**config.mk**
```make
export PLATFORM = sky130hd
export DESIGN_NAME = cecs_ram
export DESIGN_NICKNAME = d
export VERILOG_FILES = /design/src/design/assert_macros.svh /design/src/design/cecs_ram.sv
export SDC_FILE = /design/constraint.sdc
export NUM_CORES = 1
export LEC_CHECK = 0
export BUFFER_PORTS_ARGS = -buffer_cell sky130_fd_sc_hd__buf_2
export CORE_ASPECT_RATIO = 2
export CORE_MARGIN = 2
export CORE_UTILIZATION = 60
export CTS_BUF_LIST = sky130_fd_sc_hd__clkbuf_8
export DETAILED_ROUTE_END_ITERATION = 8
export GPL_ROUTABILITY_DRIVEN = 1
export PLACE_DENSITY = 0.77
export SLEW_MARGIN = 0
export SYNTH_ARGS = -nofsm -noshare
export SYNTH_HDL_FRONTEND = slang
export SYNTH_SLANG_ARGS = --single-unit
export TNS_END_PERCENT = 30
```
**constraint.sdc**
```tcl
create_clock -name clk -period 3.8 [get_ports clk]
set_input_delay 0.19 -clock clk [delete_from_list [all_inputs] [get_ports clk]]
set_output_delay 0.19 -clock clk [all_outputs]
set_load 0.01 [all_outputs]
```
**src/design/assert_macros.svh**
```systemverilog
// Concurrent assertion helpers, clocked on clk and quiet during reset
`ifndef ASSERT_MACROS_SVH
`define ASSERT_MACROS_SVH

// antecedent true implies consequent in the same cycle
`define ASSERT_IMPL(label, ante, cons, msg) \
    label: assert property (@(posedge clk) disable iff (!rst_n) (ante) |-> (cons)) \
        else $error(msg);

// antecedent true implies consequent in the next cycle
`define ASSERT_NEXT(label, ante, cons, msg) \
    label: assert property (@(posedge clk) disable iff (!rst_n) (ante) |=> (cons)) \
        else $error(msg);

`endif

```
**src/design/cecs_ram.sv**
```systemverilog
module cecs_ram #(
    parameter int W     = 8,
    parameter int DEPTH = 64
) (
    input  logic                     clk,
    input  logic                     we,
    input  logic [$clog2(DEPTH)-1:0] waddr,
    input  logic [W-1:0]             wdata,
    input  logic [$clog2(DEPTH)-1:0] raddr_a,
    output logic [W-1:0]             rdata_a,
    input  logic [$clog2(DEPTH)-1:0] raddr_b,
    output logic [W-1:0]             rdata_b
);

    logic [W-1:0] mem [DEPTH];

    always_ff @(posedge clk)
    begin
        if (we)
        begin
            mem[waddr] <= wdata;
        end
        rdata_a <= mem[raddr_a];
        rdata_b <= mem[raddr_b];
    end

endmodule

```
==> results of run 1 <==
## power by group
| group | internal (uW) | total [uW] | switching [uW] |
|---|---|---|---|
| clock | 1960 | 4070 | 2110 |
| sequential | 6440 | 6480 | 31.3 |
| combinational | 424 | 1060 | 639 |
## per-stage QoR
step / cells / instance area, sq um / hold slack [ns] / total power, uW
after floorplan: 1211 / 24300 / 0.289 / 7220
after global placement: 1725 / 25100 / 0.588 / 7630
after detailed placement: 1725 / 25100 / 0.585 / 7650
after CTS: 1852 / 26400 / 0.0334 / 11600
after global routing: 1854 / 26400 / 0.0515 / 11900
final: 1854 / 26400 / 0.0558 / 11600
## worst register-to-register path: stages, from the launching register on
cell and delay, ns:
edfxtp_1 0.38, mux4_2 0.48, mux2i_1 0.48, a221oi_1 0.20
o21ai_0 0.16, nand3_1 0.12, dlygate4sd3_1 0.57
## cell type report
| type | instances | area, sq um | area share [%] |
|---|---|---|---|
| inverter | 3 | 11.3 | 0.0426 |
| antenna | 2 | 5.00 | 0.0189 |
| multi-input combinational | 587 | 8110 | 30.7 |
| clock buffer | 78 | 1070 | 4.06 |
| timing repair buffer | 80 | 643 | 2.43 |
| tap | 530 | 663 | 2.51 |
| clock inverter | 46 | 228 | 0.862 |
| sequential | 528 | 15700 | 59.4 |
## metal layers
layer / part of all wire (%) / GRT usage [%]
met5: 0.016 / 0
met4: 9.8 / 25.8
met3: 8.1 / 5.47
met2: 52 / 55.6
met1: 30 / 36.4
## kinds of logic (layout without fill, tap and decap cells)
logic type             Yosys count  count (layout)  share of synthesized area (%)
DFF                            528             528                           64.7
muxes                          338             338                           27.9
and+or+nand+nor                149             149                           2.69
AOI/OAI and AO/OA              100             100                           2.81
buffers and inverters           96             207                           1.98
other                            0               2                              0
## worst paths after layout
| path | startpoint | to | cells past startpoint |
|---|---|---|---|
| worst min-delay path | wdata[0] | mem[33][0] | 1 |
| worst max register to register | mem[23][7] | rdata_b[7] | 6 |
| worst max-delay path | mem[23][7] | rdata_b[7] | 6 |
| worst min register to register | mem[30][0] | rdata_b[0] | 5 |
## registers in the layout, indices dropped and copies added (netlist names)
name / cells
rdata_a: 8
rdata_b: 8
mem: 512
## placed cells by master (no fill, tap or decap), drive strengths merged
cell         instances
edfxtp             512
o22ai               20
a211oi               2
a32oi                1
a22oi               14
mux2i               66
o31a                 5
o21ai               24
o221ai               5
nand3               20
nor3                 2
inv                 22
a221oi               7
dfxtp               16
a2111oi              2
or3                  1
nand4                3
a311o                1
clkinvlp             2
o2111ai              1
and2                 3
clkbuf              78
nand3b               2
a21oi               10
mux2                 2
nor2                75
dlygate4sd3          3
clkinv              24
mux4               270
nand4b               1
o211ai               3
bufinv               1
buf                 77
diode                2
nand2b               6
nor2b                8
a221o                5
nand2               28
==> results_dict.tcl, run 1 <==
set metrics [dict create \
    fin_setup_tns_ns 0 \
    nets 1298 \
    final_core_util_pct 65.9 \
    antenna_found_initial 3 \
    yosys_warnings 0 \
    numClockSinks 528 \
    postSynthCellCount 1211 \
    synth_nets 1239 \
    gr-total-overflow 0 \
    power_density_nw_per_um2 439 \
    grt_max_degree 65 \
    cp.buffers_inverters 1 \
    syn_area_per_cell_sq_um 20.0 \
    post-place-ws_ns 0.889 \
    ys_async_sr_fraction_pct 0 \
    cts_resized 0 \
    wl_per_cell_microns 36.0 \
    leakage_uw 0.00839 \
    min_path_type "in -> reg" \
    endpoint_kind "flip-flop" \
    ctsHoldBuffers 3 \
    hpwl_microns 44400 \
    cts_made_buffers 70 \
    vias 13500 \
    setup_viol 0 \
    io_buffers 43 \
    hold_viol_final 0 \
    finalCriticalPeriod_ns 2.50 \
    slew_viol_final 0 \
    cts-root-buf "clkbuf_8" \
    drt_wl_total_microns 66700 \
    htree_levels 3 \
    crit_chain "mux4_2, mux2i_1, a221oi_1, o21ai_0, nand3_1, dlygate4sd3_1" \
    die_w_microns 146 \
    synth_common_cells "edfxtp_1, mux4_2, nor2_1" \
    synth_area_sq_um 24300 \
    grt_pass1_wl_microns 95800 \
    cp_slowest_cell "dlygate4sd3_1" \
    worst_pin_slew_ns 1.31 \
    firstDrtPassIters 6 \
    ant_nets 0 \
    synth_top_area_share_pct 63.3 \
    track_usage_pct 32.6 \
    critPathArrivalTime_ns 3.03 \
    coreArea_sq_um 40100 \
    critical-path-top-delay-family "multiplexers" \
    viasPerCell 7.26 \
    crit_type "reg -> reg" \
    relSlewSlack_pct 12.9 \
    start_util_pct 60.6 \
    synth_ff_type "edfxtp_1" \
    layout_setup_ws_ns 1.30 \
    drive_above_1_share_pct 33.6 \
    vdd_ir_drop_max_mv 0.300 \
    insertion_delay_ns 0.65 \
    synth_most_common_cell "edfxtp_1" \
    critPathMaxStageDelay_ns 0.57 \
    maxCapViolCount 0 \
    synthTopCellsByArea "edfxtp_1, mux4_2, mux2i_1" \
    drc_errors 0 \
    start_kind "flip-flop" \
    die_height_microns 288 \
    synth_edf_count 512 \
    area_delta_synth_final_pct 8.87 \
    first_global_vias 14000 \
    seq_area_frac_synth_pct 64.7 \
    dieArea_sq_um 42200 \
    drt_iter0_drc 1653 \
    cts_max_path_buffers 3 \
    fmax_mhz 400 \
    clk_pin_slew_worst_paths_ns 0.07 \
    ys_ff_latch 528 \
    nFillCells 2725 \
    cts_tree "yes" \
    period_share_pct 65.7 \
    place_congestion 0.908 \
    postCtsSetupBuffers 0 \
    ys_types 38 \
    reg2reg_slack_ns 1.30 \
    cp_max_fo 2 \
    yosysTopAreaCell "edfxtp_1" \
    run_status "completed" \
    required_ns 4.33 \
    clock_skew_ns 0.0327 \
    ios 44 \
    rows 104 \
    rsz0062_at_grt "no" \
]
Note: power is estimated with default switching activity, not from simulation.
==> run 2: changes to the inputs <==
CORE_UTILIZATION = 59   (was 60)
PLACE_DENSITY = 0.79   (was 0.77)
clock period = 2 ns   (was 3.8 ns; I/O delays follow)
==> run 2 against run 1 <==
Effect of this change:
- count of clock-buffer cells in the layout down 6
- non-clock buffer count up 185
- worst setup slack worse by 1.3 ns
- cell count up 10%
- cell area up 6.7%
- sequential power up 90%
- via count up 6.3%
- register-to-register slack worse by 1.3 ns
- critical path depth down 1
- largest cell class unchanged
- flip-flop and latch count unchanged
- sequential share of layout area down 3.7 points
- global-route usage up 0.33 points
- critical endpoint is now rdata_b[3]
==> results_dict.tcl, run 2 (synthesis results as in run 1) <==
set metrics [dict create \
    run_status "completed" \
    drt_iter0_drc 1623 \
    first_global_vias 14900 \
    largest-register "mem" \
    top_regs "mem (512), rdata_a (8), rdata_b (8)" \
    cts_made_buffers 70 \
    fmax_mhz 505 \
    setup_viol 0 \
    worst_pin_slew_ns 0.746 \
    layout_commonest_cell "edfxtp_1" \
    vdd_ir_drop_max_mv 0.520 \
    leakage_uw 0.00943 \
    slew_viol_final 0 \
    wl_per_cell_microns 33.4 \
    power_density_nw_per_um2 807 \
    cts_max_path_buffers 3 \
    track_usage_pct 32.9 \
    vias 14300 \
    clk_pin_slew_worst_paths_ns 0.07 \
    hold_viol_final 0 \
    numClockSinks 528 \
    finalPower_uw 22700 \
    dp_cells 1905 \
    min_path_type "in -> reg" \
    firstDrtPassIters 6 \
    insertion_delay_ns 0.63 \
    rsz0062_at_grt "yes" \
    place_congestion 0.959 \
    grt_pass1_wl_microns 98300 \
    start_util_pct 59.4 \
    htree_levels 3 \
    rows 105 \
    required_ns 2.51 \
    crit_start "mem[52][3]" \
    critPathArrivalTime_ns 2.49 \
    area_delta_synth_final_pct 16.1 \
    r2r_cells 5 \
    rr_startpoint "mem[52][3]" \
    worstHoldStart "waddr[0]" \
    final_cell_mix "edfxtp_1, mux4_2, buf_4" \
    layout_setup_ws_ns 0.0186 \
    ant_nets 0 \
    nets 1483 \
    internal-power_uw 17500 \
    ios 44 \
    coreArea_sq_um 40900 \
    hpwl_microns 49800 \
    switchingPower_uw 5290 \
    fin_hold_ws_ns 0.0539 \
    drive_above_1_share_pct 41.4 \
    cp_max_fo 2 \
    cts_tree "yes" \
    relSlewSlack_pct 50.2 \
    dieArea_sq_um 42900 \
    period_share_pct 99.1 \
    io_buffers 43 \
    endpoint_kind "flip-flop" \
    drt_wl_total_microns 68400 \
    p_sw_share_pct 23.3 \
    comb_power_share_pct 10.3 \
    min_path_cells 3 \
    postCtsSetupBuffers 0 \
    grt_max_degree 65 \
    start_kind "flip-flop" \
    largest_reg_flops 512 \
    die_w_microns 147 \
    final_core_util_pct 69.0 \
    crit_type "reg -> reg" \
    viasPerCell 6.99 \
    gr-total-overflow 0 \
    clkPwrFrac_pct 35.6 \
    clock_skew_ns 0.0202 \
    die_height_microns 291 \
    drc_errors 0 \
    finalCriticalPeriod_ns 1.98 \
    p_seq_share_pct 54.1 \
    antenna_found_initial 2 \
    cts-root-buf "clkbuf_8" \
    post-place-ws_ns -0.195 \
    maxCapViolCount 0 \
    stdcell_count 2046 \
]
run 2: cell types whose count changed in the layout (fill, tap and decap cells not counted), moves of 3 or more:
cell           previous run  this run
buf_12                    9        29
buf_4                    27       182
bufinv_16                 1         6
clkbuf_8                 78        72
clkinv_2                  9        12
dlygate4sd3_1             3        13
o21ai_2                   0         3
run 2: metal layers:
layer | wire [microns] | vias to the layer above | track usage [%]
met5 | 0 | - | 0
met4 | 6790 | 0 | 27.6
met3 | 5520 | 264 | 5.11
met2 | 36200 | 907 | 56.3
met1 | 19900 | 7423 | 35.6
li1 | - | 5717 | -
run 2: stage by stage:
stage / setup TNS [ns] / cell area (sq um)
after floorplan: 0 / 24300
after global placement: -0.911 / 26700
after detailed placement: -0.912 / 26700
after CTS: 0 / 28200
after global routing: -0.00441 / 28200
final: 0 / 28200
run 2: worst max-delay path: stages (launching register included):
cell      delay [ns]
edfxtp_1        0.45
mux4_2          0.54
a221oi_1        0.36
o21ai_0         0.19
nand3_1         0.24
nand2_1         0.10
run 2: final timing paths:
path	end	slack, ns
min reg2reg	rdata_b[0]	0.84
min	mem[55][6]	0.05
max reg2reg	rdata_b[3]	0.02
max	rdata_b[3]	0.02
run 2: power by group through the flow:
stage	sequential, uW	combinational (uW)	clock [uW]
after floorplan	12500	1190	0
after global placement	12500	2260	0
after detailed placement	12500	2290	0
after CTS	12300	2310	8220
after global routing	12300	2420	8620
final	12300	2350	8100
run 2: layout make-up:
| class | count | area, sq um |
|---|---|---|
| multi-input cells | 587 | 8110 |
| well taps | 535 | 669 |
| fillers | 2550 | 12700 |
| clock inverters | 54 | 395 |
| clock buffers | 72 | 991 |
| flip-flops and latches | 528 | 15700 |
| diodes | 2 | 5.00 |
| inverters | 3 | 11.3 |
| repair buffers | 265 | 2310 |
run 2: what timing repair did:
item                                    CTS  global route
hold buffers                             13             0
endpoints found under the setup margin    0             5
hold endpoints to repair                147             0
resized for setup                         0             5
