File: src/design/assert_macros.svh
// Concurrent assertion helpers, clocked on clk and quiet during reset
`ifndef ASSERT_MACROS_SVH
`define ASSERT_MACROS_SVH

// antecedent true implies consequent in the same cycle
`define ASSERT_IMPL(label, ante, cons, msg) \
    label: assert property (@(posedge clk) disable iff (!rst_n) (ante) |-> (cons)) \
        else $error(msg);

// antecedent true implies consequent in the next cycle
`define ASSERT_NEXT(label, ante, cons, msg) \
    label: assert property (@(posedge clk) disable iff (!rst_n) (ante) |=> (cons)) \
        else $error(msg);

`endif

File: src/design/cecs_pkg.sv
package cecs_pkg;

    localparam int MAX_CIRCLES = 64;
    localparam int AW          = $clog2(MAX_CIRCLES);
    localparam int CNT_W       = $clog2(MAX_CIRCLES + 1);

    localparam int SLOT_W = 6;
    localparam int POS_W  = 20;
    localparam int VEL_W  = 21;
    localparam int RAD_W  = 16;
    localparam int MASS_W = 16;
    localparam int EXC_W  = 16;
    localparam int HW_W   = 19;
    localparam int T_W    = 16;
    localparam int CC_W   = 7;

    // v * t product, rounded time product, look-ahead position, difference
    localparam int PROD_W = VEL_W + T_W + 1;
    localparam int TM_W   = PROD_W - 16;
    localparam int LA_W   = TM_W + 1;
    localparam int DIFF_W = LA_W + 1;
    localparam int SQ_W   = 2 * DIFF_W;
    localparam int RS_W   = RAD_W + 1;

    // divider operands: 2*num + den and 2*den
    localparam int NUM_W = 42;
    localparam int DEN_W = MASS_W + 2;

    localparam int PADDR_W = 5;
    localparam int DATA_W  = 32;

    localparam logic [2:0] REG_HALF_WIDTH   = 3'd0;
    localparam logic [2:0] REG_HALF_HEIGHT  = 3'd1;
    localparam logic [2:0] REG_TIME_STEP    = 3'd2;
    localparam logic [2:0] REG_LOOKAHEAD    = 3'd3;
    localparam logic [2:0] REG_CIRCLE_COUNT = 3'd4;

    localparam logic [HW_W-1:0] HALF_WIDTH_RST  = 19'd163840;
    localparam logic [HW_W-1:0] HALF_HEIGHT_RST = 19'd76800;
    localparam logic [T_W-1:0]  TIME_STEP_RST   = 16'd262;
    localparam logic [T_W-1:0]  LOOKAHEAD_RST   = 16'd1311;
    localparam logic [CC_W-1:0] CIRCLE_CNT_RST  = 7'd0;

    localparam logic signed [VEL_W-1:0] VEL_MAX = 21'sd1048575;
    localparam logic signed [VEL_W-1:0] VEL_MIN = -21'sd1048576;
    localparam logic signed [POS_W-1:0] POS_MAX = 20'sd524287;
    localparam logic signed [POS_W-1:0] POS_MIN = -20'sd524288;

    typedef struct packed {
        logic [HW_W-1:0] half_width;
        logic [HW_W-1:0] half_height;
        logic [T_W-1:0]  time_step;
        logic [T_W-1:0]  lookahead_time;
        logic [CC_W-1:0] circle_count;
    } cfg_t;

    typedef struct packed {
        logic signed [POS_W-1:0] pos_x;
        logic signed [POS_W-1:0] pos_y;
        logic signed [VEL_W-1:0] vel_x;
        logic signed [VEL_W-1:0] vel_y;
        logic [RAD_W-1:0]        radius;
        logic [MASS_W-1:0]       mass;
        logic [EXC_W-1:0]        exc;
    } circ_t;

    localparam int ENT_W = $bits(circ_t);

    function automatic logic signed [VEL_W-1:0] neg_sat(input logic signed [VEL_W-1:0] v);
        if (v == VEL_MIN)
        begin
            return VEL_MAX;
        end
        return -v;
    endfunction

    function automatic logic [EXC_W-1:0] exc_add(input logic [EXC_W-1:0] e,
                                                 input logic [2:0] hits);
        logic [EXC_W+1:0] s;
        s = {2'b00, e} + {{(EXC_W-8){1'b0}}, hits, 7'd0};
        if (s > {2'b00, {EXC_W{1'b1}}})
        begin
            return {EXC_W{1'b1}};
        end
        return s[EXC_W-1:0];
    endfunction

    // floor((p + 32768) / 65536)
    function automatic logic signed [TM_W-1:0] tm_round(input logic signed [PROD_W-1:0] p);
        logic signed [PROD_W-1:0] s;
        s = p + PROD_W'(32768);
        return s[PROD_W-1:16];
    endfunction

    function automatic logic signed [POS_W-1:0] pos_sat(input logic signed [LA_W-1:0] v);
        if (v > LA_W'(POS_MAX))
        begin
            return POS_MAX;
        end
        if (v < LA_W'(POS_MIN))
        begin
            return POS_MIN;
        end
        return v[POS_W-1:0];
    endfunction

endpackage

File: src/design/cecs_regs.sv
module cecs_regs (
    input  logic                           clk,
    input  logic                           rst_n,
    input  logic                           psel,
    input  logic                           penable,
    input  logic                           pwrite,
    input  logic [cecs_pkg::PADDR_W-1:0]   paddr,
    input  logic [cecs_pkg::DATA_W-1:0]    pwdata,
    output logic [cecs_pkg::DATA_W-1:0]    prdata,
    output logic                           pready,
    output cecs_pkg::cfg_t                 cfg
);

    cecs_pkg::cfg_t cfg_reg;
    logic [2:0]     idx;

    assign idx    = paddr[cecs_pkg::PADDR_W-1:2];
    assign pready = 1'b1;
    assign cfg    = cfg_reg;

    always_ff @(posedge clk or negedge rst_n)
    begin
        if (!rst_n)
        begin
            cfg_reg.half_width     <= cecs_pkg::HALF_WIDTH_RST;
            cfg_reg.half_height    <= cecs_pkg::HALF_HEIGHT_RST;
            cfg_reg.time_step      <= cecs_pkg::TIME_STEP_RST;
            cfg_reg.lookahead_time <= cecs_pkg::LOOKAHEAD_RST;
            cfg_reg.circle_count   <= cecs_pkg::CIRCLE_CNT_RST;
        end
        else if (psel && penable && pwrite)
        begin
            case (idx)
                cecs_pkg::REG_HALF_WIDTH:
                    cfg_reg.half_width <= pwdata[cecs_pkg::HW_W-1:0];
                cecs_pkg::REG_HALF_HEIGHT:
                    cfg_reg.half_height <= pwdata[cecs_pkg::HW_W-1:0];
                cecs_pkg::REG_TIME_STEP:
                    cfg_reg.time_step <= pwdata[cecs_pkg::T_W-1:0];
                cecs_pkg::REG_LOOKAHEAD:
                    cfg_reg.lookahead_time <= pwdata[cecs_pkg::T_W-1:0];
                cecs_pkg::REG_CIRCLE_COUNT:
                    cfg_reg.circle_count <= pwdata[cecs_pkg::CC_W-1:0];
                default: ;
            endcase
        end
    end

    always_comb
    begin
        case (idx)
            cecs_pkg::REG_HALF_WIDTH:
                prdata = cecs_pkg::DATA_W'(cfg_reg.half_width);
            cecs_pkg::REG_HALF_HEIGHT:
                prdata = cecs_pkg::DATA_W'(cfg_reg.half_height);
            cecs_pkg::REG_TIME_STEP:
                prdata = cecs_pkg::DATA_W'(cfg_reg.time_step);
            cecs_pkg::REG_LOOKAHEAD:
                prdata = cecs_pkg::DATA_W'(cfg_reg.lookahead_time);
            cecs_pkg::REG_CIRCLE_COUNT:
                prdata = cecs_pkg::DATA_W'(cfg_reg.circle_count);
            default:
                prdata = '0;
        endcase
    end

endmodule

File: config.mk
export PLATFORM = sky130hd
export DESIGN_NAME = cecs_regs
export DESIGN_NICKNAME = d
export VERILOG_FILES = /design/src/design/assert_macros.svh /design/src/design/cecs_pkg.sv /design/src/design/cecs_regs.sv
export SDC_FILE = /design/constraint.sdc
export NUM_CORES = 1
export LEC_CHECK = 0
export BUFFER_PORTS_ARGS = -buffer_cell sky130_fd_sc_hd__buf_4
export CAP_MARGIN = 10
export CORE_ASPECT_RATIO = 1.1
export CORE_MARGIN = 3
export CORE_UTILIZATION = 32
export DETAILED_ROUTE_END_ITERATION = 7
export PLACE_DENSITY = 0.56
export SYNTH_ARGS = -nofsm -noshare
export SYNTH_HDL_FRONTEND = slang
export SYNTH_SLANG_ARGS = --single-unit
export TNS_END_PERCENT = 10
File: constraint.sdc
create_clock -name clk -period 2.38 [get_ports clk]
set_clock_uncertainty 0.1 [all_clocks]
set_input_delay 0.476 -clock clk [delete_from_list [all_inputs] [get_ports clk]]
set_output_delay 0.476 -clock clk [all_outputs]
set_load 0.01 [all_outputs]
==> results by group, run 1 <==
Timing
  – Worst slew margin: 65.3%
  – Hold WS: 0.0127 ns
  – Worst-Margin Slew: 0.521 ns
  – Fin crit share: 92.0%
  – Min Tclk post-route: 2.19 ns
  – Final Hold Fails: 0
  – Final setup violation count: 0
  – Final-report max-slew violation count: 0
  – Unrepaired setup endpoints after global routing: false
  – Fmax: 457 MHz
  – Setup TNS: 0 ns

Final layout
  – Layout cell share with drive strength beyond 1: 68.8%
  – Diodes inserted: 0
  – Nets: 428
  – Design area: 5190 µm²
  – Area Overhead vs Synth: 38.7%
  – Largest register FFs: 77

CTS
  – Hold Buf Count CTS: 0
  – Clk sink count: 77
  – CTS tree: yes
  – Total CTS buffers: 9
  – Clock Path Buffers: 2
  – Root Buffer: clkbuf_16
  – CTS H-tree depth: 3
  – # Post-CTS Setup Buffers: 0
  – Clock latency at the later pin of the worst-skew pair: 0.33 ns
  – CTS clk-pin slew, worst paths: 0.07 ns

Global route
  – Initial antenna violation count: 0
  – Largest net degree at the start of global routing: 40
  – M2 GR Usage: 25.4%
  – Met1 usage: 21.0%
  – Met3 GRT Util: 3.31%
  – Vias in the first global route: 2601
  – Busiest grt layer: met2
  – Overall Global Routing Usage: 15.8%
  – First-pass GRT wire length: 15500 µm
  – Grt ovf: 0

Setup path
  – Worst Setup End Kind: primary output
  – Worst r2r path cells: 1
  – Arrival time worst endpoint: 1.61 ns
  – Worst endpoint required time: 1.80 ns
  – Reg2reg start: cfg[70]
  – RR Endpoint: cfg[70]
  – Register-to-register setup slack: 1.49 ns
  – Setup CP Type: in -> out
  – Crit-path max FO: 29
  – Setup crit start kind: input port

Die
  – Number of I/O pins: 152
  – Chip height: 119 µm
  – Num rows: 40
  – Overall die width: 109 µm
  – Core area: 11200 µm²
  – Starting Density: 33.6%
  – DIE AREA: 13000 µm²

Synthesis
  – Synth Cell Area: 3740 µm²
  – Seq cells post-synth: 77
  – Yosys warning count: 0
  – Post-synthesis async set-or-reset flop share: 100%
  – Mean Syn Cell Area: 14.6 µm²
  – Top cell type's share of synthesized area: 40.8%
  – Synth area leader: dfrtp_1
  – Main synth FF type: dfrtp_1
  – Number of synthesized flops with an enable pin: 0
  – Post-synthesis sequential area ratio: 52.0%
  – Top-count cell post-synth: mux2_2
  – Synth top cells by count: 74 x mux2_2, 61 x dfrtp_1, 18 x buf_4, 16 x dfstp_2
  – Yosys cell types: 27
  – Largest cells by area after synthesis: dfrtp_1 41%, mux2_2 22%, dfstp_2 11%
  – Mapped Cells: 256

Pwr
  – Pwr per Cell Area: 900 nW/µm²
  – Lkg Pwr: 0.00248 µW
  – VDD IR max: 0.335 mV

Run
  – Max Cap Viol: 0

Routing
  – DR WL/cell: 18.6 µm
  – 1st-iter DRT viols: 102
  – Routed vias/inst: 4.80
  – DRC errors left: 0
  – TritonRoute pass-1 iters: 4
  – Vias: 2581
  – WL final: 10000 µm
  – Antenna Violating Nets Remaining: 0

Placed design
  – Placed cell areas: 4820 µm²
  – RePlAce Congestion: 0.738
  – Hpwl dp: 7030 µm
  – Count of buffers inserted at the top-level ports: 122

Hold path
  – Hold WC Path Type: in -> async

Status
  – Status: completed
[through the flow]
stage | worst slack (ns) | cells | util, % | total power [µW]
after floorplan | 0.439 | 268 | - | 2390
after global placement | 0.0144 | 522 | 43.2 | 3030
after detailed placement | -0.0268 | 522 | 43.2 | 3050
after CTS | 0.116 | 538 | 46.5 | 4740
after global routing | 0.0960 | 538 | 46.5 | 4910
final | 0.191 | 538 | 46.5 | 4670
[metal layers]
layer	vias to the layer above	wire, µm	part of all wire (%)
met1	1323	4290	43
li1	1168	-	-
met3	9	506	5.1
met5	-	0	0
met4	0	126	1.3
met2	81	5080	51
[kinds of logic (layout without fill, tap and decap cells)]
group                  Yosys count  after routing  share of synthesized area (%)
multiplexers                    96             96                           32.5
flip-flops                      77             77                           52.0
AO/OA/AOI/OAI                   21             21                           3.51
buffers and inverters           31            154                           5.91
AND/OR/NAND/NOR                 29             29                           5.91
other                            2             14                          0.201
[repair_timing]
| action | 4_1_cts | 5_1_grt |
|---|---|---|
| pin swaps | 0 | 0 |
| endpoints found under the setup margin | 1 | 1 |
| resized for setup | 1 | 1 |
[power breakdown]
group          switching (µW)  internal (µW)
sequential                208           1610
clock                     537           1130
combinational             474            720
total                    1220           3450
[cells in the final DEF (no fill, tap or decap), types with 4 or more instances in the layout]
cell type	count
a21oi_1	7
a22oi_1	7
buf_4	135
bufinv_16	4
clkbuf_16	9
conb_1	14
dfrtp_1	61
dfstp_2	16
mux2_2	74
mux2_4	10
mux4_2	9
nor2b_1	10
nor3b_1	7
o22ai_1	7
[worst max-delay path by stage]
stage	from	to	slack, ns	cells past startpoint
after floorplan	paddr[3]	prdata[0]	0.44	4
final	paddr[2]	prdata[7]	0.19	4
after global routing	paddr[2]	prdata[6]	0.1	5
after CTS	paddr[2]	prdata[6]	0.12	5
after global placement	paddr[2]	prdata[6]	0.01	5
after detailed placement	paddr[2]	prdata[6]	-0.03	5
[critical path, cell delays in order]
cell	delay, ns
buf_6	0.29
mux4_2	0.55
nor2b_1	0.14
buf_4	0.14
[area by class of cell]
type	count	area (µm²)
Fill cell	1032	5970
Sequential cell	77	1950
Multi-Input combinational cell	160	1630
Timing Repair Buffer	138	1060
Clock buffer	9	225
Tap cell	147	184
Clock inverter	7	138
No activity file was read; power rests on OpenSTA's default activity.
==> run 2: changes to the inputs <==
--- a/config.mk
+++ b/config.mk
@@ -11,7 +11,6 @@
 export CORE_MARGIN = 3
 export CORE_UTILIZATION = 32
 export DETAILED_ROUTE_END_ITERATION = 7
-export PLACE_DENSITY = 0.56
 export SYNTH_ARGS = -nofsm -noshare
 export SYNTH_HDL_FRONTEND = slang
 export SYNTH_SLANG_ARGS = --single-unit
==> results by group, run 2 (synthesis results as in run 1) <==
Status
  – Status: completed

CTS
  – Hold Buf Count CTS: 0 (unchanged)
  – Root Buffer: clkbuf_16
  – CTS clk-pin slew, worst paths: 0.06 ns (about the same)
  – Clock latency at the later pin of the worst-skew pair: 0.33 ns (about the same)
  – Clock Path Buffers: 2 (unchanged)
  – CTS tree: yes
  – CTS H-tree depth: 3 (unchanged)
  – Total CTS buffers: 9 (unchanged)
  – Clk sink count: 77 (unchanged)

Setup path
  – Arrival time worst endpoint: 1.72 ns (+0.11 ns)
  – Launch point of the critical path: paddr[2]
  – Crit-path max FO: 27 (-6.9%)
  – Worst r2r path cells: 1 (unchanged)
  – Worst Setup End Kind: primary output
  – Reg2reg start: cfg[12]
  – Setup crit start kind: input port
  – Worst endpoint required time: 1.80 ns (about the same)
  – Setup CP Type: in -> out

Timing
  – Worst-Margin Slew: 0.579 ns (+0.0586 ns)
  – Final setup violation count: 0 (unchanged)
  – Min Tclk post-route: 2.29 ns (+0.105 ns)
  – Final-report max-slew violation count: 0 (unchanged)
  – Unrepaired setup endpoints after global routing: false
  – Final Hold Fails: 0 (unchanged)
  – Worst slew margin: 61.3% (-4.0 points)
  – Fin crit share: 96.4% (+4.4 points)
  – Setup TNS: 0 ns (unchanged)
  – Fmax: 436 MHz (-4.6%)

Final layout
  – Commonest non-fill, non-tap cell in the layout: buf_4
  – Commonest cells after routing, fill and taps aside: 135 x buf_4, 74 x mux2_2, 61 x dfrtp_1, 16 x dfstp_2, 14 x conb_1
  – Post-layout util: 46.0% (-0.49 points)
  – Number of fillers in the final layout: 1024 (-0.78%)
  – Largest register FFs: 77 (unchanged)
  – Diodes inserted: 0 (unchanged)
  – Layout cell share with drive strength beyond 1: 68.2% (-0.59 points)
  – Nets: 427 (-0.23%)
  – Area Overhead vs Synth: 37.2%

Pwr
  – Lkg Pwr: 0.00245 µW (-1.2%)
  – Pwr per Cell Area: 867 nW/µm² (-3.7%)
  – VDD IR max: 0.346 mV (+3.5%)
  – Power Total: 4450 µW (-4.7%)

Routing
  – WL final: 9790 µm (-2.1%)
  – TritonRoute pass-1 iters: 4 (unchanged)
  – Antenna Violating Nets Remaining: 0 (unchanged)
  – Vias: 2575 (-0.23%)
  – DRC errors left: 0 (unchanged)
  – Routed vias/inst: 4.80 (about the same)
  – 1st-iter DRT viols: 92 (-9.8%)
  – DR WL/cell: 18.2 µm (-1.9%)

Run
  – Max Cap Viol: 0 (unchanged)

Global route
  – Overall Global Routing Usage: 15.6% (-0.18 points)
  – Grt ovf: 0 (unchanged)
  – Initial antenna violation count: 0 (unchanged)
  – First-pass GRT wire length: 15200 µm (-1.7%)
  – Largest net degree at the start of global routing: 42 (+5.0%)
  – Vias in the first global route: 2700 (+3.8%)

Die
  – Core area: 11200 µm² (unchanged)
  – DIE AREA: 13000 µm² (unchanged)
  – Number of I/O pins: 152 (unchanged)
  – Chip height: 119 µm (unchanged)
  – Starting Density: 33.6% (unchanged)
  – Num rows: 40 (unchanged)
  – Overall die width: 109 µm (unchanged)

Placed design
  – Count of buffers inserted at the top-level ports: 122 (unchanged)
  – Hpwl dp: 6800 µm (-3.2%)
  – RePlAce Congestion: 0.711 (-3.8%)

Hold path
  – Hold WC Path Type: in -> async
[run 2: cell count changes in the layout (fill, tap and decap cells not counted), sizes merged]
cell / delta
clkbuf: +3
bufinv: -2
buf: -1
clkinv: -1
[run 2: timing repair]
action                                  in CTS  in global routing
resized for setup                            1                  0
endpoints found under the setup margin       1                  0
setup buffers                                0                  0
[run 2: per-layer routing]
metal	part of all wire, %	vias to the layer above	track usage, %
li1	-	1172	-
met1	40	1315	18.7
met2	53	75	26.4
met3	5.4	13	3.36
met4	1.9	0	7.18
met5	0	-	0
[run 2: layout make-up]
class | instances | area [µm²] | share of cell area [%]
clock buffers | 12 | 246 | 4.80
clock inverters | 4 | 72.6 | 1.41
multi-input cells | 160 | 1630 | 31.8
flip-flops and latches | 77 | 1950 | 37.9
well taps | 147 | 184 | 3.58
repair buffers | 137 | 1050 | 20.5
[run 2: power breakdown]
group          switching [µW]  total [µW]  internal, µW
Clock                     506        1450           945
Sequential                208        1820          1610
Combinational             468        1190           717
Total                    1180        4450          3270
[run 2: worst max-delay path, cell delays in order]
cell and delay (ns):
buf_4 0.37, mux4_2 0.57, nor2b_1 0.14, buf_4 0.15
[run 2: worst paths after layout]
path | to | slack [ns]
setup / recovery | prdata[8] | 0.09
hold / removal | cfg[19] | 0.005
min in group clk | cfg[76] | 0.29
max in group asynchronous | cfg[50] | 1.50
setup reg to reg | cfg[12] | 1.49
hold reg to reg | cfg[32] | 0.43
[run 2: per-stage QoR]
stage	hold WS, ns	area (µm²)	worst slack (ns)	instances
global placement	0.370	4820	0.00225	521
finish	0.00494	5140	0.0865	537
detailed placement	0.376	4820	-0.00308	521
global route	0.0338	5140	0.00847	537
CTS	0.0180	5140	0.0573	537
floorplan	0.0804	3790	0.439	268
