## config.mk

```make
export PLATFORM = sky130hd
export DESIGN_NAME = cecs_div
export DESIGN_NICKNAME = d
export VERILOG_FILES = /design/src/design/assert_macros.svh /design/src/design/cecs_pkg.sv /design/src/design/cecs_div.sv
export SDC_FILE = /design/constraint.sdc
export NUM_CORES = 1
export LEC_CHECK = 0
export BUFFER_PORTS_ARGS = -buffer_cell sky130_fd_sc_hd__buf_4
export CAP_MARGIN = 10
export CELL_PAD_IN_SITES_DETAIL_PLACEMENT = 2
export CELL_PAD_IN_SITES_GLOBAL_PLACEMENT = 2
export CORE_MARGIN = 2
export CORE_UTILIZATION = 31
export CTS_CLUSTER_DIAMETER = 120
export DETAILED_ROUTE_END_ITERATION = 8
export PLACE_DENSITY = 0.87
export REMOVE_ABC_BUFFERS = 1
export SETUP_SLACK_MARGIN = 0.05
export SYNTH_ARGS = -nofsm -noshare
export SYNTH_HDL_FRONTEND = slang
export SYNTH_SLANG_ARGS = --single-unit
```

## constraint.sdc

```tcl
create_clock -name clk -period 2.4 [get_ports clk]
set_clock_uncertainty 0.05 [all_clocks]
set_input_delay 0.24 -clock clk [delete_from_list [all_inputs] [get_ports clk]]
set_output_delay 0.24 -clock clk [all_outputs]
set_load 0.01 [all_outputs]
```

## src/design/assert_macros.svh

```systemverilog
// Concurrent assertion helpers, clocked on clk and quiet during reset
`ifndef ASSERT_MACROS_SVH
`define ASSERT_MACROS_SVH

// antecedent true implies consequent in the same cycle
`define ASSERT_IMPL(label, ante, cons, msg) \
    label: assert property (@(posedge clk) disable iff (!rst_n) (ante) |-> (cons)) \
        else $error(msg);

// antecedent true implies consequent in the next cycle
`define ASSERT_NEXT(label, ante, cons, msg) \
    label: assert property (@(posedge clk) disable iff (!rst_n) (ante) |=> (cons)) \
        else $error(msg);

`endif

```

## src/design/cecs_pkg.sv

```systemverilog
package cecs_pkg;

    localparam int MAX_CIRCLES = 64;
    localparam int AW          = $clog2(MAX_CIRCLES);
    localparam int CNT_W       = $clog2(MAX_CIRCLES + 1);

    localparam int SLOT_W = 6;
    localparam int POS_W  = 20;
    localparam int VEL_W  = 21;
    localparam int RAD_W  = 16;
    localparam int MASS_W = 16;
    localparam int EXC_W  = 16;
    localparam int HW_W   = 19;
    localparam int T_W    = 16;
    localparam int CC_W   = 7;

    // v * t product, rounded time product, look-ahead position, difference
    localparam int PROD_W = VEL_W + T_W + 1;
    localparam int TM_W   = PROD_W - 16;
    localparam int LA_W   = TM_W + 1;
    localparam int DIFF_W = LA_W + 1;
    localparam int SQ_W   = 2 * DIFF_W;
    localparam int RS_W   = RAD_W + 1;

    // divider operands: 2*num + den and 2*den
    localparam int NUM_W = 42;
    localparam int DEN_W = MASS_W + 2;

    localparam int PADDR_W = 5;
    localparam int DATA_W  = 32;

    localparam logic [2:0] REG_HALF_WIDTH   = 3'd0;
    localparam logic [2:0] REG_HALF_HEIGHT  = 3'd1;
    localparam logic [2:0] REG_TIME_STEP    = 3'd2;
    localparam logic [2:0] REG_LOOKAHEAD    = 3'd3;
    localparam logic [2:0] REG_CIRCLE_COUNT = 3'd4;

    localparam logic [HW_W-1:0] HALF_WIDTH_RST  = 19'd163840;
    localparam logic [HW_W-1:0] HALF_HEIGHT_RST = 19'd76800;
    localparam logic [T_W-1:0]  TIME_STEP_RST   = 16'd262;
    localparam logic [T_W-1:0]  LOOKAHEAD_RST   = 16'd1311;
    localparam logic [CC_W-1:0] CIRCLE_CNT_RST  = 7'd0;

    localparam logic signed [VEL_W-1:0] VEL_MAX = 21'sd1048575;
    localparam logic signed [VEL_W-1:0] VEL_MIN = -21'sd1048576;
    localparam logic signed [POS_W-1:0] POS_MAX = 20'sd524287;
    localparam logic signed [POS_W-1:0] POS_MIN = -20'sd524288;

    typedef struct packed {
        logic [HW_W-1:0] half_width;
        logic [HW_W-1:0] half_height;
        logic [T_W-1:0]  time_step;
        logic [T_W-1:0]  lookahead_time;
        logic [CC_W-1:0] circle_count;
    } cfg_t;

    typedef struct packed {
        logic signed [POS_W-1:0] pos_x;
        logic signed [POS_W-1:0] pos_y;
        logic signed [VEL_W-1:0] vel_x;
        logic signed [VEL_W-1:0] vel_y;
        logic [RAD_W-1:0]        radius;
        logic [MASS_W-1:0]       mass;
        logic [EXC_W-1:0]        exc;
    } circ_t;

    localparam int ENT_W = $bits(circ_t);

    function automatic logic signed [VEL_W-1:0] neg_sat(input logic signed [VEL_W-1:0] v);
        if (v == VEL_MIN)
        begin
            return VEL_MAX;
        end
        return -v;
    endfunction

    function automatic logic [EXC_W-1:0] exc_add(input logic [EXC_W-1:0] e,
                                                 input logic [2:0] hits);
        logic [EXC_W+1:0] s;
        s = {2'b00, e} + {{(EXC_W-8){1'b0}}, hits, 7'd0};
        if (s > {2'b00, {EXC_W{1'b1}}})
        begin
            return {EXC_W{1'b1}};
        end
        return s[EXC_W-1:0];
    endfunction

    // floor((p + 32768) / 65536)
    function automatic logic signed [TM_W-1:0] tm_round(input logic signed [PROD_W-1:0] p);
        logic signed [PROD_W-1:0] s;
        s = p + PROD_W'(32768);
        return s[PROD_W-1:16];
    endfunction

    function automatic logic signed [POS_W-1:0] pos_sat(input logic signed [LA_W-1:0] v);
        if (v > LA_W'(POS_MAX))
        begin
            return POS_MAX;
        end
        if (v < LA_W'(POS_MIN))
        begin
            return POS_MIN;
        end
        return v[POS_W-1:0];
    endfunction

endpackage

```

## src/design/cecs_div.sv

```systemverilog
// Restoring divider, one quotient bit a cycle. Floor quotient of a signed
// numerator by a positive divisor, saturated to the velocity range.
module cecs_div (
    input  logic                                clk,
    input  logic                                rst_n,
    input  logic                                start,
    input  logic signed [cecs_pkg::NUM_W-1:0]   num,
    input  logic [cecs_pkg::DEN_W-1:0]          den,
    output logic                                busy,
    output logic                                done,
    output logic signed [cecs_pkg::VEL_W-1:0]   quo
);

    localparam int MAG_W = cecs_pkg::NUM_W - 1;
    localparam int CW    = $clog2(MAG_W);

    logic             busy_reg;
    logic             done_reg;
    logic [CW-1:0]    cnt_reg;
    logic [MAG_W-1:0] mq_reg;
    logic [cecs_pkg::DEN_W-1:0] rem_reg;
    logic             neg_reg;

    logic [cecs_pkg::DEN_W:0]   rem_sh;
    logic                       ge;
    logic [cecs_pkg::DEN_W:0]   rem_sub;
    logic                       big;

    assign rem_sh  = {rem_reg, mq_reg[MAG_W-1]};
    assign ge      = rem_sh >= {1'b0, den};
    assign rem_sub = rem_sh - {1'b0, den};

    always_ff @(posedge clk or negedge rst_n)
    begin
        if (!rst_n)
        begin
            busy_reg <= 1'b0;
            done_reg <= 1'b0;
            cnt_reg  <= '0;
        end
        else
        begin
            done_reg <= 1'b0;
            if (start)
            begin
                busy_reg <= 1'b1;
                cnt_reg  <= '0;
            end
            else if (busy_reg)
            begin
                if (cnt_reg == CW'(MAG_W - 1))
                begin
                    busy_reg <= 1'b0;
                    done_reg <= 1'b1;
                end
                cnt_reg <= cnt_reg + 1'b1;
            end
        end
    end

    // negative numerator divides ~num = |num|-1, answer is then ~q
    always_ff @(posedge clk)
    begin
        if (start)
        begin
            neg_reg <= num[cecs_pkg::NUM_W-1];
            mq_reg  <= num[cecs_pkg::NUM_W-1] ? ~num[MAG_W-1:0] : num[MAG_W-1:0];
            rem_reg <= '0;
        end
        else if (busy_reg)
        begin
            rem_reg <= ge ? rem_sub[cecs_pkg::DEN_W-1:0] : rem_sh[cecs_pkg::DEN_W-1:0];
            mq_reg  <= {mq_reg[MAG_W-2:0], ge};
        end
    end

    assign big = |mq_reg[MAG_W-1:cecs_pkg::VEL_W-1];

    always_comb
    begin
        if (neg_reg)
        begin
            quo = big ? cecs_pkg::VEL_MIN : ~mq_reg[cecs_pkg::VEL_W-1:0];
        end
        else
        begin
            quo = big ? cecs_pkg::VEL_MAX : mq_reg[cecs_pkg::VEL_W-1:0];
        end
    end

    assign busy = busy_reg;
    assign done = done_reg;

endmodule
```

==> reports/results.ini, run 1 <==
[placement]
dp_hpwl_microns = 11900
io_buffers = 85
placed_area_sq_mm = 0.00569
placer_congestion_estimate = 0.858
preCtsSetupSlack_ns = -0.170

[grt]
grt_pass1_vias = 5237
grtUsageTotal_pct = 24.0
total_congestion_overflow_after_global_routing = 0
grt_start_max_net_pins = 62
wire_length_of_the_first_global_routing_pass_microns = 29900
grt_antenna_before_repair = 0

[worst_setup_path]
largest_fanout_of_any_net_on_the_critical_path = 20
critPathArrivalTime_ns = 2.43
worstSetupPathType = flop to output port
worst_setup_path_end_kind = output port
regToRegSetupSlack_ns = -0.09
timing.critical_path.required_ns = 2.11
r2r_end = rem_reg[7]
crit-reg2reg-launch = rem_reg[0]
ff2ff_path_depth = 7
setup.worst_path.start_class = flop

[clocking]
worst_skew_pair.late_latency_ns = 0.34
clkSinkCount = 68
cts_tree = built
number_of_buffers_between_clock_root_and_the_deepest_sink = 2
clk_pin_slew_worst_paths_ns = 0.06
cts-buffers-inserted = 9
htree_num_levels = 3
ctsRootBufferMaster = sky130_fd_sc_hd__clkbuf_16

[cells_and_area]
number_of_diodes_added_for_antenna_fixing = 0
register_area_sq_mm = 0.00183
commonest_cells_after_routing_fill_and_taps_aside = sky130_fd_sc_hd__buf_4, sky130_fd_sc_hd__nor2_1, sky130_fd_sc_hd__xnor2_1
finalNetCount = 726
multi_input_area_sq_mm = 0.00300
largest_register_ffs = 41
layout.cells.most_common = sky130_fd_sc_hd__buf_4
finish.instance_area_sq_mm = 0.00656
post_route_utilization_pct = 44.8
nFillCells = 1555
drive_above_1_share_pct = 33.3
layout-area-overhead-vs-synth_pct = 40.5

[power]
vdd_ir_drop_max_mv = 0.507
pwr_density_cell_mw_per_mm2 = 554
power_leakage_uw = 0.00257

[min_path]
worstHoldPathType = input pin to asynchronous set/reset pin

[routing]
drt_drc_violations_left = 0
route.final.wire_length_microns = 21100
initial_drt_pass_iterations = 5
avgRoutedWirePerCell_microns = 25.4
route.detailed.vias_per_inst = 5.73
first_iter_violations = 274
residual_antenna_violating_net_count_after_detailed_routing = 0
via_count = 4759

[synth]
netlist_area_before_placement_sq_mm = 0.00467
synth_cell_types = 58
synth-main-ff-cell = sky130_fd_sc_hd__edfxtp_1
yosys_register_bits = 68
seq_area_frac_synth_pct = 39.0
postSynthAreaPerCell_sq_um = 8.75
synth_async_sr_flop_share_pct = 11.8
synth_edf_count = 42
post_synth_inst_count = 533
synth_warnings = 0

[sta]
final_critical_path_setup_slack_ns = -0.321
final-setup-viol-count = 32
final-max-slew-violation-count = 0
worstMarginPinSlew_ns = 0.698
timing.max_slew.rel_slack_pct = 53.5
max_freq_mhz = 368
hold_viol_final = 0
rsz_0062_raised_after_global_routing = true
period_share_pct = 113
finalCriticalPeriod_ns = 2.72

[die]
core-area_sq_mm = 0.0146
die_area_sq_mm = 0.0160
boundaryPins = 86
die_w_microns = 127
row_count = 44
die_height_microns = 127
initial_core_util_pct = 31.9

[status]
violations = setup timing
status = complete, but fails checks

[run]
cap_viol_max_count = 0

[how the worst max path moves through the flow]
stage / start / end / cells after the start
after detailed placement: den[6] / rem_reg[2] / 11
after global routing: mq_reg[34] / quo[3] / 7
after floorplan: rem_reg[13] / rem_reg[1] / 6
final: mq_reg[37] / quo[3] / 6
after CTS: mq_reg[37] / quo[1] / 6
after global placement: mq_reg[40] / rem_reg[14] / 10
[routing by layer]
layer | part of all wire, % | GRT usage [%]
met3 | 4.3 | 3.12
met5 | 0 | 0
met4 | 4.5 | 10.6
met1 | 39 | 27.4
met2 | 52 | 44.7
[report_power, final]
part	internal, uW	total, uW	switching (uW)	leakage, uW
registers	1360	1450	87.0	0.000679
logic	335	721	386	0.00175
clock network	902	1460	560	0.000148
[metrics by stage]
step                      cells  hold slack (ns)  power (uW)  TNS (ns)
after global routing        830            0.203        3750    -10.25
final                       830            0.203        3630     -5.90
after global placement      804           0.0115        2000   -0.0784
after CTS                   828            0.206        3500     -5.49
after detailed placement    804           0.0158        2050     -2.02
after floorplan             496           -0.106        1730     -6.28
[area by class of cell]
| type | count | area share (%) |
|---|---|---|
| clock buffers | 10 | 3.49 |
| flip-flops and latches | 68 | 27.8 |
| repair buffers | 135 | 16.8 |
| clock inverters | 5 | 1.18 |
| multi-input cells | 404 | 45.8 |
| well taps | 184 | 3.51 |
| inverters | 24 | 1.37 |
[critical path, cell delays in order, from the launching register on]
cell and delay (ns):
sky130_fd_sc_hd__edfxtp_1 0.39, sky130_fd_sc_hd__or4_1 0.54, sky130_fd_sc_hd__or4_4 0.51, sky130_fd_sc_hd__buf_12 0.19
sky130_fd_sc_hd__nor2_2 0.13, sky130_fd_sc_hd__xnor2_1 0.16, sky130_fd_sc_hd__buf_4 0.16
[synth_stat cells (all sizes together) (2+ instances only)]
master | instances | area share (%)
a21oi | 60 | 6.4
a211o | 2 | 0.38
ha | 20 | 5.4
a32o | 2 | 0.43
a21o | 5 | 0.80
and3 | 2 | 0.27
o221ai | 2 | 0.38
o211ai | 15 | 2.4
o311a | 3 | 0.64
nand4 | 6 | 0.80
nor4 | 6 | 0.80
clkbuf | 23 | 1.9
nor3 | 4 | 0.43
o31ai | 5 | 1.1
buf | 14 | 1.7
edfxtp | 42 | 27
or4 | 2 | 0.32
dfrtp | 8 | 4.3
nand2 | 41 | 3.3
and2 | 2 | 0.27
a41oi | 2 | 0.54
o21ai | 15 | 1.6
inv | 24 | 1.9
or3 | 5 | 0.67
o31a | 6 | 1.1
a211oi | 4 | 0.64
xnor2 | 72 | 14
nand3 | 4 | 0.43
mux2i | 3 | 0.64
nor2 | 89 | 7.2
nand2b | 4 | 0.54
xor2 | 5 | 0.94
dfxtp | 18 | 7.7
[what timing repair did]
| item | 4_1_cts | 5_1_grt |
|---|---|---|
| hold endpoints to repair | 8 | 0 |
| setup buffers | 6 | 2 |
| hold buffers | 1 | 0 |
| pin swaps | 12 | 4 |
| cloned | 2 | 0 |
| gates resized for setup | 45 | 49 |
| setup endpoints to repair | 39 | 39 |
[logic make-up (layout without fill, tap and decap cells)]
kind of cell	count (synthesis)	count (layout)	share of synthesized area (%)
simple gates	170	170	15.8
xor+xnor	77	77	14.5
fa+ha+maj	21	21	5.79
buf+inv	61	174	5.50
flops	68	68	39.0
compound gates	133	133	18.8
mux	3	3	0.644
(Power assumes the default switching activity.)
==> inputs of run 2 (changes only) <==
--- a/config.mk
+++ b/config.mk
@@ -14,6 +14,7 @@
 export CTS_CLUSTER_DIAMETER = 120
 export DETAILED_ROUTE_END_ITERATION = 8
 export PLACE_DENSITY = 0.87
+export RECOVER_POWER = 50
 export REMOVE_ABC_BUFFERS = 1
 export SETUP_SLACK_MARGIN = 0.05
 export SYNTH_ARGS = -nofsm -noshare
==> reports/results.ini, run 2 (synthesized netlist as in run 1, its figures left out) <==
[status]
status = complete, but fails checks
violations = setup timing

[sta]
timing.setup.tns_ns = -5.94
timing.max_slew.rel_slack_pct = 9.36
rsz_0062_raised_after_global_routing = true
worstMarginPinSlew_ns = 1.36
final-max-slew-violation-count = 0
hold_viol_final = 0
final_critical_path_setup_slack_ns = -0.323
finalCriticalPeriod_ns = 2.72
max_freq_mhz = 367
period_share_pct = 113
final-setup-viol-count = 32

[cells_and_area]
drive_above_1_share_pct = 32.8
finalNetCount = 726
layout-area-overhead-vs-synth_pct = 40.1
nFillCells = 1557
largest_register_ffs = 41
layout.cells.most_common = sky130_fd_sc_hd__buf_4
commonest_cells_after_routing_fill_and_taps_aside = sky130_fd_sc_hd__buf_4, sky130_fd_sc_hd__nor2_1, sky130_fd_sc_hd__xnor2_1
finish.instance_area_sq_mm = 0.00654
number_of_diodes_added_for_antenna_fixing = 0

[power]
sequentialPowerShare_pct = 39.8
pwr_density_cell_mw_per_mm2 = 555
p_int_uw = 2600
power_leakage_uw = 0.00256
switchingPower_uw = 1030
share_comb_of_total_power_pct = 19.8
switching_share_pct = 28.5
clockPowerShare_pct = 40.3
power_consumption_uw = 3630
vdd_ir_drop_max_mv = 0.510

[routing]
avgRoutedWirePerCell_microns = 25.4
route.detailed.vias_per_inst = 5.74
residual_antenna_violating_net_count_after_detailed_routing = 0
initial_drt_pass_iterations = 5
drt_drc_violations_left = 0
via_count = 4767
first_iter_violations = 270
route.final.wire_length_microns = 21100

[grt]
met3_capacity_usage_during_global_routing_pct = 3.12
grtUsageTotal_pct = 24.0
grt_util_met1_pct = 27.4
grt_pass1_vias = 5237
wire_length_of_the_first_global_routing_pass_microns = 29900
gr-usage-met2_pct = 44.7
globalRoute.busiestLayer = met2
total_congestion_overflow_after_global_routing = 0
grt_start_max_net_pins = 62
grt_antenna_before_repair = 0

[placement]
io_buffers = 85
placer_congestion_estimate = 0.858
dp_hpwl_microns = 11900
placed_area_sq_mm = 0.00569

[die]
initial_core_util_pct = 31.9
boundaryPins = 86
die_height_microns = 127
row_count = 44
die_w_microns = 127
die_area_sq_mm = 0.0160
core-area_sq_mm = 0.0146

[clocking]
htree_num_levels = 3
cts_tree = built
ctsRootBufferMaster = sky130_fd_sc_hd__clkbuf_16
number_of_buffers_between_clock_root_and_the_deepest_sink = 2
cts-buffers-inserted = 9
worst_skew_pair.late_latency_ns = 0.34
clkSinkCount = 68
clk_pin_slew_worst_paths_ns = 0.06

[min_path]
worstHoldPathType = input pin to flop

[worst_setup_path]
timing.critical_path.required_ns = 2.11
worst_setup_path_startpoint = mq_reg[37]
crit_path_end = quo[0]
largest_fanout_of_any_net_on_the_critical_path = 20
critPathArrivalTime_ns = 2.43
crit-reg2reg-launch = rem_reg[0]
worst_setup_path_end_kind = output port
worst_path_max_delay_cell = sky130_fd_sc_hd__or4_1
setup.worst_path.start_class = flop
worst-path-stages = 6
cpPeakStageDelay_ns = 0.54
r2r_end = rem_reg[7]
regToRegSetupSlack_ns = -0.09
cp_num_buf_inv = 2
ff2ff_path_depth = 7
path_cells = or4_1 > or4_4 > buf_12 > nor2_2 > xnor2_2 > buf_4
worstSetupPathType = flop to output port
critical-path-top-delay-family = simple AND/OR/NAND/NOR gates

[run]
cap_viol_max_count = 0

-- run 2: changes by cell type in the layout (fill, tap and decap cells not counted), sizes merged --
cell    delta
clkbuf     +5
buf        -5
-- run 2: worst register-to-register path, stage by stage (launching register included) --
cell                       delay, ns
sky130_fd_sc_hd__dfxtp_1        0.42
sky130_fd_sc_hd__ha_4           0.35
sky130_fd_sc_hd__nand2b_1       0.10
sky130_fd_sc_hd__a211oi_2       0.32
sky130_fd_sc_hd__nor2_1         0.19
sky130_fd_sc_hd__o21ai_0        0.52
sky130_fd_sc_hd__xnor2_1        0.19
sky130_fd_sc_hd__o31ai_2        0.27
-- run 2: worst min-delay path by stage --
| stage | from | end | slack (ns) | depth (start not counted) |
|---|---|---|---|---|
| after detailed placement | rst_n | done | 0.02 | 1 |
| after global placement | rst_n | cnt_reg[1] | 0.01 | 1 |
| final | num[31] | mq_reg[31] | 0.23 | 3 |
| after CTS | rst_n | cnt_reg[1] | 0.21 | 2 |
| after global routing | num[37] | mq_reg[37] | 0.25 | 3 |
| after floorplan | rst_n | busy | -0.11 | 0 |
-- run 2: power groups by stage --
stage / Sequential (uW) / Clock [uW] / Combinational, uW
after floorplan: 1430 / 0 / 302
after global placement: 1440 / 0 / 565
after detailed placement: 1450 / 0 / 604
after CTS: 1430 / 1430 / 636
after global routing: 1460 / 1520 / 774
final: 1450 / 1460 / 721
-- run 2: stage by stage --
stage          worst slack (ns)  cells  hold WS (ns)  utilization [%]
2_1_floorplan            -0.389    496        -0.106                -
3_3_place_gp            -0.0784    804        0.0115             38.8
3_5_place_dp             -0.170    804        0.0158             38.8
4_1_cts                  -0.294    828         0.206             43.0
5_1_grt                  -0.482    830         0.246             44.7
6_report                 -0.323    830         0.230             44.7
-- run 2: timing repair --
action / CTS / global route
resized for setup: 45 / 49
setup buffers: 6 / 2
setup endpoints to repair: 39 / 39
gates cloned: 2 / 0
endpoints found under the hold margin: 8 / 0
pin swaps: 12 / 4
hold buffers: 1 / 0
-- run 2: final cells by class --
cell class,count,area [sq um],share of cell area [%]
flip-flops and latches,68,1830,27.9
clock inverters,5,77.6,1.19
inverters,24,90.1,1.38
clock buffers,10,229,3.50
repair buffers,135,1080,16.6
well taps,184,230,3.52
multi-input cells,404,3000,45.9
-- run 2: layer usage --
layer,vias to the layer above,wire length (microns)
met4,0,989
li1,2090,-
met2,188,11000
met3,79,880
met1,2410,8200
met5,-,0
